[config.mk]
export PLATFORM = sky130hd
export DESIGN_NAME = linear_sample_quantizer_core
export DESIGN_NICKNAME = d
export VERILOG_FILES = /design/src/rtl/lsq_pkg.sv /design/src/rtl/lsq_mul.sv /design/src/rtl/lsq_quant.sv /design/src/rtl/lsq_acct.sv /design/src/rtl/linear_sample_quantizer_core.sv
export SDC_FILE = /design/constraint.sdc
export NUM_CORES = 2
export LEC_CHECK = 0
export ABC_AREA = 1
export BUFFER_PORTS_ARGS = -buffer_cell sky130_fd_sc_hd__buf_2
export CAP_MARGIN = 20
export CORE_UTILIZATION = 55
export DETAILED_ROUTE_END_ITERATION = 6
export GPL_ROUTABILITY_DRIVEN = 0
export GPL_TIMING_DRIVEN = 1
export HOLD_SLACK_MARGIN = 0.12
export PLACE_DENSITY = 0.77
export SLEW_MARGIN = 20
export SYNTH_ARGS = -nofsm -noshare
export SYNTH_HDL_FRONTEND = slang
export SYNTH_SLANG_ARGS = --single-unit
[constraint.sdc]
create_clock -name i_clk -period 6.9 [get_ports i_clk]
set_input_delay 2.07 -clock i_clk [delete_from_list [all_inputs] [get_ports i_clk]]
set_output_delay 2.07 -clock i_clk [all_outputs]
set_load 0.02 [all_outputs]
[src/rtl/lsq_pkg.sv]
`timescale 1ns / 1ps
package lsq_pkg;

    localparam int COUNT_WIDTH = 32;
    localparam int FRAC_BITS   = 24;

    localparam int SAMPLE_W = 32;
    localparam int GAIN_W   = 32;
    localparam int PROD_W   = SAMPLE_W - 1 + GAIN_W;
    localparam int CODE_W   = 16;
    localparam int TOTAL_W  = 32;

    localparam logic [GAIN_W-1:0] GAIN_RESET = GAIN_W'(64'd1 << FRAC_BITS);
    localparam logic [PROD_W-1:0] PROD_ONE   = PROD_W'(64'd1 << (2 * FRAC_BITS));
    localparam logic [CODE_W-1:0] CODE_MAX   = '1;

    // configuration register indexes
    typedef enum logic [0:0] {
        REG_LINEAR_GAIN  = 1'b0,
        REG_CLAMP_ENABLE = 1'b1
    } t_reg_idx;

    typedef enum logic [1:0] {
        ST_OK       = 2'd0,
        ST_NEG_REJ  = 2'd1,
        ST_OVER_REJ = 2'd2,
        ST_HALTED   = 2'd3
    } t_status;

    typedef struct packed {
        logic              neg;
        logic              below;
        logic [PROD_W-1:0] prod;
    } t_prod;

    typedef struct packed {
        logic              below;
        logic              above;
        logic [CODE_W-1:0] code;
    } t_qres;

    function automatic logic [TOTAL_W-1:0] total_of(input logic [COUNT_WIDTH-1:0] c);
        return TOTAL_W'(c);
    endfunction

endpackage

[src/rtl/lsq_mul.sv]
`timescale 1ns / 1ps
module lsq_mul
    import lsq_pkg::*;
(
    input  logic                i_clk,
    input  logic                i_rst_n,
    input  logic [GAIN_W-1:0]   i_gain,
    input  logic                i_valid,
    output logic                o_ready,
    input  logic [SAMPLE_W-1:0] i_sample,
    output logic                o_valid,
    input  logic                i_ready,
    output t_prod               o_prod
);

    logic                r_a_valid;
    logic [SAMPLE_W-1:0] r_a_sample;
    logic                r_b_valid;
    t_prod               r_b;
    t_prod               n_b;
    logic                w_ld_a;
    logic                w_ld_b;

    assign w_ld_b  = r_a_valid && (!r_b_valid || i_ready);
    assign o_ready = !r_a_valid || w_ld_b;
    assign w_ld_a  = i_valid && o_ready;

    // a negative sample never reaches the multiplier: only its sign and a zero gain matter
    always_comb begin
        n_b.neg   = r_a_sample[SAMPLE_W-1];
        n_b.below = r_a_sample[SAMPLE_W-1] && (i_gain != '0);
        n_b.prod  = r_a_sample[SAMPLE_W-1] ? '0
                  : PROD_W'(r_a_sample[SAMPLE_W-2:0]) * PROD_W'(i_gain);
    end

    always_ff @(posedge i_clk) begin
        if (!i_rst_n) begin
            r_a_valid <= 1'b0;
            r_b_valid <= 1'b0;
        end else begin
            if (o_ready) begin
                r_a_valid <= i_valid;
            end
            if (!r_b_valid || i_ready) begin
                r_b_valid <= r_a_valid;
            end
        end
    end

    always_ff @(posedge i_clk) begin
        if (w_ld_a) begin
            r_a_sample <= i_sample;
        end
        if (w_ld_b) begin
            r_b <= n_b;
        end
    end

    assign o_valid = r_b_valid;
    assign o_prod  = r_b;

endmodule

[src/rtl/lsq_quant.sv]
`timescale 1ns / 1ps
module lsq_quant
    import lsq_pkg::*;
(
    input  logic  i_clk,
    input  logic  i_rst_n,
    input  logic  i_valid,
    output logic  o_ready,
    input  t_prod i_prod,
    output logic  o_valid,
    input  logic  i_ready,
    output t_qres o_qres
);

    localparam int QSHIFT = 2 * FRAC_BITS - 16;
    localparam logic [63:0] ROUND_HALF = 64'd1 << (2 * FRAC_BITS - 17);

    logic        r_valid;
    t_qres       r_q;
    t_qres       n_q;
    logic [63:0] w_hi;
    logic [31:0] w_lo_scaled;
    logic [63:0] w_acc;
    logic        w_ld;

    assign o_ready = !r_valid || i_ready;
    assign w_ld    = i_valid && o_ready;

    // x*65535 done as (x << 16) - x on the high and low halves of the product
    always_comb begin
        w_hi        = 64'(i_prod.prod >> 16);
        w_lo_scaled = {i_prod.prod[15:0], 16'd0} - {16'd0, i_prod.prod[15:0]};
        w_acc       = (w_hi << 16) - w_hi + ROUND_HALF + 64'(w_lo_scaled[31:16]);

        n_q.below = i_prod.below;
        n_q.above = !i_prod.neg && (i_prod.prod > PROD_ONE);
        if (i_prod.neg) begin
            n_q.code = '0;
        end else if (i_prod.prod >= PROD_ONE) begin
            n_q.code = CODE_MAX;
        end else begin
            n_q.code = CODE_W'(w_acc >> QSHIFT);
        end
    end

    always_ff @(posedge i_clk) begin
        if (!i_rst_n) begin
            r_valid <= 1'b0;
        end else if (o_ready) begin
            r_valid <= i_valid;
        end
    end

    always_ff @(posedge i_clk) begin
        if (w_ld) begin
            r_q <= n_q;
        end
    end

    assign o_valid = r_valid;
    assign o_qres  = r_q;

endmodule

[src/rtl/lsq_acct.sv]
`timescale 1ns / 1ps
module lsq_acct
    import lsq_pkg::*;
(
    input  logic               i_clk,
    input  logic               i_rst_n,
    input  logic               i_clamp_en,
    input  logic               i_valid,
    output logic               o_ready,
    input  t_qres              i_qres,
    output logic               o_valid,
    input  logic               i_ready,
    output logic [CODE_W-1:0]  o_code,
    output t_status            o_status,
    output logic [TOTAL_W-1:0] o_quantized_total,
    output logic [TOTAL_W-1:0] o_negative_total,
    output logic [TOTAL_W-1:0] o_overrange_total
);

    logic                   r_valid;
    logic                   r_halted;
    logic                   n_halted;
    logic [COUNT_WIDTH-1:0] r_q_cnt;
    logic [COUNT_WIDTH-1:0] n_q_cnt;
    logic [COUNT_WIDTH-1:0] r_n_cnt;
    logic [COUNT_WIDTH-1:0] n_n_cnt;
    logic [COUNT_WIDTH-1:0] r_o_cnt;
    logic [COUNT_WIDTH-1:0] n_o_cnt;
    logic [CODE_W-1:0]      r_code;
    logic [CODE_W-1:0]      n_code;
    t_status                r_status;
    t_status                n_status;
    logic                   w_ld;

    assign o_ready = !r_valid || i_ready;
    assign w_ld    = i_valid && o_ready;

    always_comb begin
        n_halted = r_halted;
        n_q_cnt  = r_q_cnt;
        n_n_cnt  = r_n_cnt;
        n_o_cnt  = r_o_cnt;
        n_code   = '0;
        n_status = ST_OK;
        if (r_halted) begin
            n_status = ST_HALTED;
        end else if ((i_qres.below || i_qres.above) && !i_clamp_en) begin
            n_status = i_qres.below ? ST_NEG_REJ : ST_OVER_REJ;
            n_halted = 1'b1;
        end else begin
            if (i_qres.below && (r_n_cnt != '1)) begin
                n_n_cnt = r_n_cnt + 1'b1;
            end
            if (i_qres.above && (r_o_cnt != '1)) begin
                n_o_cnt = r_o_cnt + 1'b1;
            end
            if (r_q_cnt != '1) begin
                n_q_cnt = r_q_cnt + 1'b1;
            end
            n_code = i_qres.code;
        end
    end

    always_ff @(posedge i_clk) begin
        if (!i_rst_n) begin
            r_valid  <= 1'b0;
            r_halted <= 1'b0;
            r_q_cnt  <= '0;
            r_n_cnt  <= '0;
            r_o_cnt  <= '0;
        end else begin
            if (o_ready) begin
                r_valid <= i_valid;
            end
            if (w_ld) begin
                r_halted <= n_halted;
                r_q_cnt  <= n_q_cnt;
                r_n_cnt  <= n_n_cnt;
                r_o_cnt  <= n_o_cnt;
            end
        end
    end

    always_ff @(posedge i_clk) begin
        if (w_ld) begin
            r_code   <= n_code;
            r_status <= n_status;
        end
    end

    assign o_valid           = r_valid;
    assign o_code            = r_code;
    assign o_status          = r_status;
    assign o_quantized_total = total_of(r_q_cnt);
    assign o_negative_total  = total_of(r_n_cnt);
    assign o_overrange_total = total_of(r_o_cnt);

    // once halted only a reset brings the block back
    a_halt_sticky: assert property (@(posedge i_clk) disable iff (!i_rst_n)
        r_halted |=> r_halted)
        else $error("halt flag cleared without reset");

    // any result other than ok carries a zero code
    a_err_code_zero: assert property (@(posedge i_clk) disable iff (!i_rst_n)
        r_valid && (r_status != ST_OK) |-> (r_code == '0))
        else $error("non-zero code on error or halted result");

    // a reported rejection or halt means the halt flag is already set
    a_err_halts: assert property (@(posedge i_clk) disable iff (!i_rst_n)
        r_valid && (r_status != ST_OK) |-> r_halted)
        else $error("error result without halt");

    // counters never go backwards
    a_cnt_mono: assert property (@(posedge i_clk) disable iff (!i_rst_n)
        1'b1 |=> (r_q_cnt >= $past(r_q_cnt)) && (r_n_cnt >= $past(r_n_cnt))
                 && (r_o_cnt >= $past(r_o_cnt)))
        else $error("counter decreased");

    // a halted block leaves all counters alone
    a_halt_freeze: assert property (@(posedge i_clk) disable iff (!i_rst_n)
        r_halted |=> $stable(r_q_cnt) && $stable(r_n_cnt) && $stable(r_o_cnt))
        else $error("counter moved while halted");

endmodule

[src/rtl/linear_sample_quantizer_core.sv]
`timescale 1ns / 1ps
// linear sample quantiser: scales signed Q8.24 samples by a gain, clamps or rejects
// out-of-range values and rounds the result to a 16-bit code with running counters.
// input stream s_axis_*: one signed 32-bit sample per request in tdata.
// output stream m_axis_*: one result per sample; tdata carries the code and the
// quantised, negative-clamped and overrange-clamped totals, tuser the status
// (0 ok, 1 negative rejected, 2 overrange rejected, 3 halted by an earlier error).
// config port: i_cfg_we with i_cfg_addr 0 writes linear_gain, 1 writes clamp_enable;
// write only while no samples are in flight.
// throughput: one sample per clock unless m_axis_tready stalls. a result reaches m_axis
// through the input register loaded on acceptance, then the 32x31 multiply register,
// rounding register and counter/status register.
// each stage holds its own request; a stall on m_axis_tready fills the stages one by
// one, so s_axis_tready only drops once all four registers are occupied.
// reset (synchronous, active low) empties the pipeline, clears the counters and the
// halt flag, and sets gain to 1.0 with clamping off.
// with clamping off an out-of-range product halts the block until the next reset.
module linear_sample_quantizer_core
    import lsq_pkg::*;
(
    input  logic          i_clk,
    input  logic          i_rst_n,
    input  logic          i_cfg_we,
    input  logic [0:0]    i_cfg_addr,
    input  logic [31:0]   i_cfg_wdata,
    input  logic          s_axis_tvalid,
    output logic          s_axis_tready,
    input  logic [31:0]   s_axis_tdata,   // [31:0] sample
    output logic          m_axis_tvalid,
    input  logic          m_axis_tready,
    output logic [111:0]  m_axis_tdata,   // [15:0] code, [47:16] quantized_total,
                                          // [79:48] negative_total, [111:80] overrange_total
    output logic [1:0]    m_axis_tuser    // [1:0] status
);

    logic [GAIN_W-1:0]  r_gain;
    logic               r_clamp_en;
    logic               w_p_valid;
    logic               w_p_ready;
    t_prod              w_prod;
    logic               w_q_valid;
    logic               w_q_ready;
    t_qres              w_qres;
    logic [CODE_W-1:0]  w_code;
    t_status            w_status;
    logic [TOTAL_W-1:0] w_q_total;
    logic [TOTAL_W-1:0] w_n_total;
    logic [TOTAL_W-1:0] w_o_total;

    always_ff @(posedge i_clk) begin
        if (!i_rst_n) begin
            r_gain     <= GAIN_RESET;
            r_clamp_en <= 1'b0;
        end else if (i_cfg_we) begin
            case (t_reg_idx'(i_cfg_addr))
                REG_LINEAR_GAIN:  r_gain     <= i_cfg_wdata[GAIN_W-1:0];
                REG_CLAMP_ENABLE: r_clamp_en <= i_cfg_wdata[0];
                default: ;
            endcase
        end
    end

    lsq_mul u_mul (
        .i_clk    (i_clk),
        .i_rst_n  (i_rst_n),
        .i_gain   (r_gain),
        .i_valid  (s_axis_tvalid),
        .o_ready  (s_axis_tready),
        .i_sample (s_axis_tdata),
        .o_valid  (w_p_valid),
        .i_ready  (w_p_ready),
        .o_prod   (w_prod)
    );

    lsq_quant u_quant (
        .i_clk   (i_clk),
        .i_rst_n (i_rst_n),
        .i_valid (w_p_valid),
        .o_ready (w_p_ready),
        .i_prod  (w_prod),
        .o_valid (w_q_valid),
        .i_ready (w_q_ready),
        .o_qres  (w_qres)
    );

    lsq_acct u_acct (
        .i_clk             (i_clk),
        .i_rst_n           (i_rst_n),
        .i_clamp_en        (r_clamp_en),
        .i_valid           (w_q_valid),
        .o_ready           (w_q_ready),
        .i_qres            (w_qres),
        .o_valid           (m_axis_tvalid),
        .i_ready           (m_axis_tready),
        .o_code            (w_code),
        .o_status          (w_status),
        .o_quantized_total (w_q_total),
        .o_negative_total  (w_n_total),
        .o_overrange_total (w_o_total)
    );

    assign m_axis_tdata = {w_o_total, w_n_total, w_q_total, w_code};
    assign m_axis_tuser = w_status;

endmodule
# == Word-level counts from Yosys, hierarchy flattened ==
# Index checks and enable logic that the tools add are counted.
# word_totals
wordCells,67
regBits,267
romBits,0
inputBits,70
memories,0
ramBits,0
latch_bits,0
# classes
mux,5
reduce_logical,27
eq_ne,3
magnitude_cmp,2
shift,0
multipliers,1
div_mod_pow,0
n_bitwise,3
n_addsub,7
# op_table
operator,count
"adder 32 x 1 -> 32 bit, second input constant",3
"!= test 32 bit, second input constant",3
">= comparator 63 x 49 -> 1 bit, second input constant",1
"> comparator 63 x 49 -> 1 bit, second input constant",1
multiplier 31 x 32 -> 63 bit,1
adder 48 x 16 -> 48 bit,1
"adder 48 x 32 -> 48 bit, second input constant",1
subtractor 48 x 47 -> 48 bit,1
nonzero test 32 bit,1
subtractor 32 x 16 -> 32 bit,1
2-to-1 mux 16 bit,1
AND reduction 4 bit,3
logical AND 1 bit,9
zero test 1 bit,6
logical OR 1 bit,5
2-to-1 mux 2 bit,2
AND reduction 2 bit,2
inverter 1 bit,3
2-to-1 mux 1 bit,2
OR reduction 2 bit,1

# == Logic depth before layout (Yosys ltp) ==
# depth
depth_word,7
mapped_depth,35

# == By module ==
# Synthesis repeated with hierarchy kept, for this count alone.
# unflattened
hier_cells,7047
hier_area_um2,51450.6
# modules_own_cells
mod,cells_per_inst,n_inst,seq_area_each_um2,area_per_inst_um2
lsq_mul,4949,1,2952.8,38135.3
lsq_acct,1105,1,2502.4,7010.5
lsq_quant,781,1,560.5,4794.6
linear_sample_quantizer_core,212,1,660.6,1510.2

# == Worst setup path before layout ==
# No wires, ideal clock.
# synth_path
path_type,register -> register
start,register r_gain[12]
end,"register u_mul.r_b (netlist bit u_mul.o_prod[54]), data pin"
t_required_ns,6.645
setup_ns,0.255
path_slack_ns,0.165
n_path_buf,2
stages_incl_launch_ff,31
arrival_time_ns,6.481
cell_sequence,dfxtp_1 -> clkbuf_1 -> clkbuf_1 -> nand2_1 -> inv_1 -> fa_1 -> fa_1 -> fa_1 -> inv_1 -> fa_1 -> inv_1 -> fa_1 -> inv_1 -> fa_1 -> inv_1 -> fa_1 -> inv_1 -> fa_1 -> inv_1 -> ha_1 -> a21o_1 -> a21oi_1 -> o21ai_0 -> a21oi_1 -> o21ai_1 -> a21oi_1 -> o21ai_1 -> nand2_1 -> nand3_1 -> nand2_1 -> nor2_1
# synth_between
elab_chain_len,1
# synth_rtl
element,line,source
from (decl),linear_sample_quantizer_core.sv:36,logic [GAIN_W-1:0] r_gain;
from (signal assigned),linear_sample_quantizer_core.sv:56,REG_LINEAR_GAIN: r_gain <= i_cfg_wdata[GAIN_W-1:0];
multiplier 31 x 32 -> 63 bit,lsq_mul.sv:33,: PROD_W'(r_a_sample[SAMPLE_W-2:0]) * PROD_W'(i_gain);
to (signal assigned),lsq_mul.sv:55,r_b <= n_b;
to (decl),lsq_mul.sv:19,t_prod r_b;
# No other way between the ends.
# A chain may end at the register's enable or synchronous reset.

# == Worst setup path after layout ==
# layout_path
start,register u_mul.r_a_sample[7]
end,"register u_mul.r_b (netlist bit u_mul.o_prod[61]), data pin"
# layout_between
elab_chain_len,1
# layout_rtl
element,line,source
from (decl),lsq_mul.sv:17,logic [SAMPLE_W-1:0] r_a_sample;
from (signal assigned),lsq_mul.sv:52,r_a_sample <= i_sample;
multiplier 31 x 32 -> 63 bit,lsq_mul.sv:33,
# No other way between the ends.

==> metrics.log <==
[metrics] die outline area: 0.0885 mm2
[metrics] sequential area share after synthesis: 0.139
[metrics] floorplan core area: 0.0866 mm2
[metrics] result of the run: finished, violations left
[metrics] clock edge transition at the registers on the reported setup and hold paths: 60 ps
[metrics] Initial Utilization: 0.555
[metrics] nets: 7809
[metrics] Synthesis Warnings: 0
[metrics] antenna violations before repair: 3
[metrics] Final HPWL DP: 110000 um
[metrics] highest achievable clock rate: 141 MHz
[metrics] arrival time reported for the critical path endpoint: 7410 ps
[metrics] Setup Slack @ Placement: -294 ps
[metrics] worst hold path cell count: 0
[metrics] proportion of netlist area held by the largest area contributor: 0.361
[metrics] max incr delay on CP: 570 ps
[metrics] area of the multi-input gates: 0.0353 mm2
[metrics] H-tree depth reported by CTS: 2
[metrics] maximum root-to-sink buffer count: 3
[metrics] count of placed standard cells in the final layout, fillers left out: 7707
[metrics] clock skew after layout: 39.1 ps
[metrics] number of slew-limit violations in the final report: 0
[metrics] I/O pin total: 186
[metrics] most common cell after layout, fill and taps aside: sky130_fd_sc_hd__inv_1
[metrics] startpoint of the worst hold path: u_mul.o_prod[63]
[metrics] area used by sequential logic in the layout: 0.00670 mm2
[metrics] syn_area_per_cell: 7.78 um2
[metrics] count of cell types in the netlist: 58
[metrics] fill cell total of the finished layout: 6974
[metrics] number of endpoints with negative hold slack in the final report: 0
[metrics] number of remaining DRC errors: 1
[metrics] drt wl/cell: 17.5 um
[metrics] Critical Path Fanout Max: 10
[metrics] worst path bufs/invs: 7
[metrics] pin count of the biggest net entering global routing: 60
[metrics] fraction of synthesis flops using an asynchronous set or reset pin: 0
[metrics] Post-Syn Area: 0.0480 mm2
[metrics] TritonCTS buffer count: 36
[metrics] violations in the final reports: DRC, setup timing
[metrics] CTS root buf: sky130_fd_sc_hd__clkbuf_16
[metrics] Layout area overhead: 15.2%
[metrics] final hold slack: 440 ps
[metrics] number of rows in the core area: 108
[metrics] clock net sink count: 267
[metrics] gr usage total: 0.303
[metrics] period utilisation layout: 1.03
[metrics] final global-route overflow total: 0
[metrics] Post-synth top flop: sky130_fd_sc_hd__dfxtp_1
[metrics] area of all placed cells without fillers: 0.0554 mm2
[metrics] height of the die: 298 um
[metrics] Rel. slew slack: 0.448
[metrics] global-route wire length before repair: 215000 um
[metrics] final wirelength: 135000 um
[metrics] number of DRC markers after the initial detailed-route iteration: 3477
[metrics] most numerous cell on the critical path: sky130_fd_sc_hd__fa_1
[metrics] capture point of the worst reg-to-reg path: u_mul.o_prod[61]
[metrics] endpoint required time on the critical path: 7230 ps
[metrics] CP startpoint kind: flop
[metrics] Cells after DPL: 7622
[metrics] via count: 41800
[metrics] proportion of layout cells with a drive suffix above 1: 0.142
[metrics] hold path endpoint: u_quant.o_qres[17]
[metrics] number of synthesized register bits: 267
[metrics] TritonCTS clock tree: yes
[metrics] via count of the first global-routing pass: 42400
[metrics] length in cells of the worst reg-to-reg path: 28
[metrics] largest cells by area after synthesis: sky130_fd_sc_hd__fa_1 36%, sky130_fd_sc_hd__inv_1 13%, sky130_fd_sc_hd__nand2_1 11%, sky130_fd_sc_hd__ha_1 9.1%, sky130_fd_sc_hd__edfxtp_1 8.3%
[metrics] Critical R2R Launch: u_mul.r_a_sample[7]
[metrics] worst-case register-to-register setup slack: -180 ps
[metrics] TritonRoute pass-1 iters: 7
[metrics] category of the critical setup timing path: flop to flop
[metrics] slowest stage cell on the critical path: sky130_fd_sc_hd__fa_2
[metrics] cell type with the largest total area after synthesis: sky130_fd_sc_hd__fa_1
[metrics] classification of the worst-slack hold path: flop to flop
[metrics] final count of negative-setup-slack endpoints: 19
[metrics] count of flip-flops with a built-in enable after synthesis: 133
[metrics] Avg Vias per Cell: 5.43
[metrics] die extent in x: 298 um
[metrics] Worst-Skew Late Latency: 600 ps
[metrics] kind of cell with the highest combined delay on the critical path: adder cells
[metrics] final worst slack: -184 ps
[metrics] number of nets produced by synthesis: 7461
[metrics] commonest non-fill, non-tap cells in the layout: 1643 x sky130_fd_sc_hd__inv_1, 1395 x sky130_fd_sc_hd__nand2_1, 843 x sky130_fd_sc_hd__fa_1
[metrics] placed cell areas: 0.0527 mm2
[metrics] number of nets still failing antenna checks after routing: 0
[metrics] max_cap viols: 0
[metrics] Worst setup EP type: flop
[metrics] count of input and output buffers: 185
[metrics] Min Clock Period, post-route: 7080 ps
[metrics] unrepaired setup endpoints after global routing: yes
[metrics] cells after synthesis: 6175
[metrics] transition time at the pin with the least slew margin: 829 ps
## flip-flops by register name (all words and copies together), names as in the netlist
name                      flops
r_clamp_en                    1
r_gain                       32
u_acct.o_code                16
u_acct.o_negative_total      32
u_acct.o_overrange_total     32
u_acct.o_quantized_total     32
u_acct.o_status               2
u_acct.o_valid                1
u_acct.r_halted               1
u_mul.o_prod                 65
u_mul.o_valid                 1
u_mul.r_a_sample             32
u_mul.r_a_valid               1
u_quant.o_qres               18
u_quant.o_valid               1
## routing by layer
metal  global-route usage  up-vias  wire, um
li1                     -    19000         -
met3               0.0400      516     11400
met5                    0        -         7
met4                0.148        2      7540
met2                0.515     2127     65800
met1                0.382    20200     50300
## final cells by class
| type | instances | share of cell area |
|---|---|---|
| multi-input cells | 3980 | 0.638 |
| inverters | 1673 | 0.113 |
| well taps | 1155 | 0.0261 |
| repair buffers | 565 | 0.0802 |
| diodes | 2 | 0.0000904 |
| flip-flops and latches | 267 | 0.121 |
| clock inverters | 14 | 0.00201 |
| clock buffers | 51 | 0.0191 |
## cells by family (layout without fill, tap and decap cells)
family | after synthesis | count (layout) | synth area share
xor gates and xnor gates | 46 | 46 | 0.00839
adders and majority gates | 1216 | 1216 | 0.452
and+or+nand+nor | 2108 | 2108 | 0.180
AOI/OAI and AO/OA | 610 | 610 | 0.0696
DFF | 267 | 267 | 0.139
other | 0 | 2 | 0
buffers and inverters | 1928 | 2303 | 0.151
## synthesized netlist by cell type (2+ instances only)
| cell | number |
|---|---|
| sky130_fd_sc_hd__a211oi_1 | 10 |
| sky130_fd_sc_hd__a21boi_0 | 6 |
| sky130_fd_sc_hd__a21o_1 | 24 |
| sky130_fd_sc_hd__a21oi_1 | 282 |
| sky130_fd_sc_hd__a221oi_1 | 5 |
| sky130_fd_sc_hd__a31oi_1 | 26 |
| sky130_fd_sc_hd__and3_1 | 2 |
| sky130_fd_sc_hd__buf_1 | 3 |
| sky130_fd_sc_hd__buf_2 | 3 |
| sky130_fd_sc_hd__clkbuf_1 | 248 |
| sky130_fd_sc_hd__dfxtp_1 | 134 |
| sky130_fd_sc_hd__edfxtp_1 | 133 |
| sky130_fd_sc_hd__fa_1 | 866 |
| sky130_fd_sc_hd__ha_1 | 350 |
| sky130_fd_sc_hd__inv_1 | 1660 |
| sky130_fd_sc_hd__inv_2 | 12 |
| sky130_fd_sc_hd__nand2_1 | 1424 |
| sky130_fd_sc_hd__nand2_2 | 6 |
| sky130_fd_sc_hd__nand3_1 | 77 |
| sky130_fd_sc_hd__nand3_2 | 6 |
| sky130_fd_sc_hd__nand4_1 | 47 |
| sky130_fd_sc_hd__nor2_1 | 390 |
| sky130_fd_sc_hd__nor2_2 | 13 |
| sky130_fd_sc_hd__nor2_4 | 2 |
| sky130_fd_sc_hd__nor3_1 | 69 |
| sky130_fd_sc_hd__nor3_2 | 8 |
| sky130_fd_sc_hd__nor3b_1 | 4 |
| sky130_fd_sc_hd__nor3b_2 | 3 |
| sky130_fd_sc_hd__nor4_1 | 37 |
| sky130_fd_sc_hd__nor4_2 | 4 |
| sky130_fd_sc_hd__nor4b_1 | 2 |
| sky130_fd_sc_hd__o2111ai_1 | 2 |
| sky130_fd_sc_hd__o21a_1 | 26 |
| sky130_fd_sc_hd__o21ai_0 | 187 |
| sky130_fd_sc_hd__o21ai_1 | 19 |
| sky130_fd_sc_hd__o21bai_1 | 16 |
| sky130_fd_sc_hd__or2_2 | 3 |
| sky130_fd_sc_hd__or4_1 | 2 |
| sky130_fd_sc_hd__xnor2_1 | 10 |
| sky130_fd_sc_hd__xor2_1 | 36 |
## timing repair
item / in CTS / in global routing
gates cloned: 0 / 3
hold buffers: 0 / 0
endpoints found under the setup margin: 37 / 39
resized for setup: 59 / 277
pin swaps: 7 / 55
setup buffers: 1 / 15
## through the flow
stage	util	setup TNS [ps]
after floorplan	-	0
after global placement	0.608	-1770
after detailed placement	0.608	-4440
after CTS	0.625	-247
after global routing	0.639	-7490
final	0.639	-1590
## worst max-delay path by stage
stage                                   start          endpoint  depth (start not counted)
final                     u_mul.r_a_sample[7]  u_mul.o_prod[61]                         28
after global routing      u_mul.r_a_sample[7]  u_mul.o_prod[57]                         28
after CTS                 u_mul.r_a_sample[7]  u_mul.o_prod[57]                         27
after detailed placement           r_gain[15]  u_mul.o_prod[57]                         26
after global placement             r_gain[26]  u_mul.o_prod[61]                         27
after floorplan                    r_gain[12]  u_mul.o_prod[54]                         30
Power is left out: the tool's default activity adds up to more than one toggle a clock period on the data nets, which glitch-free logic cannot reach.
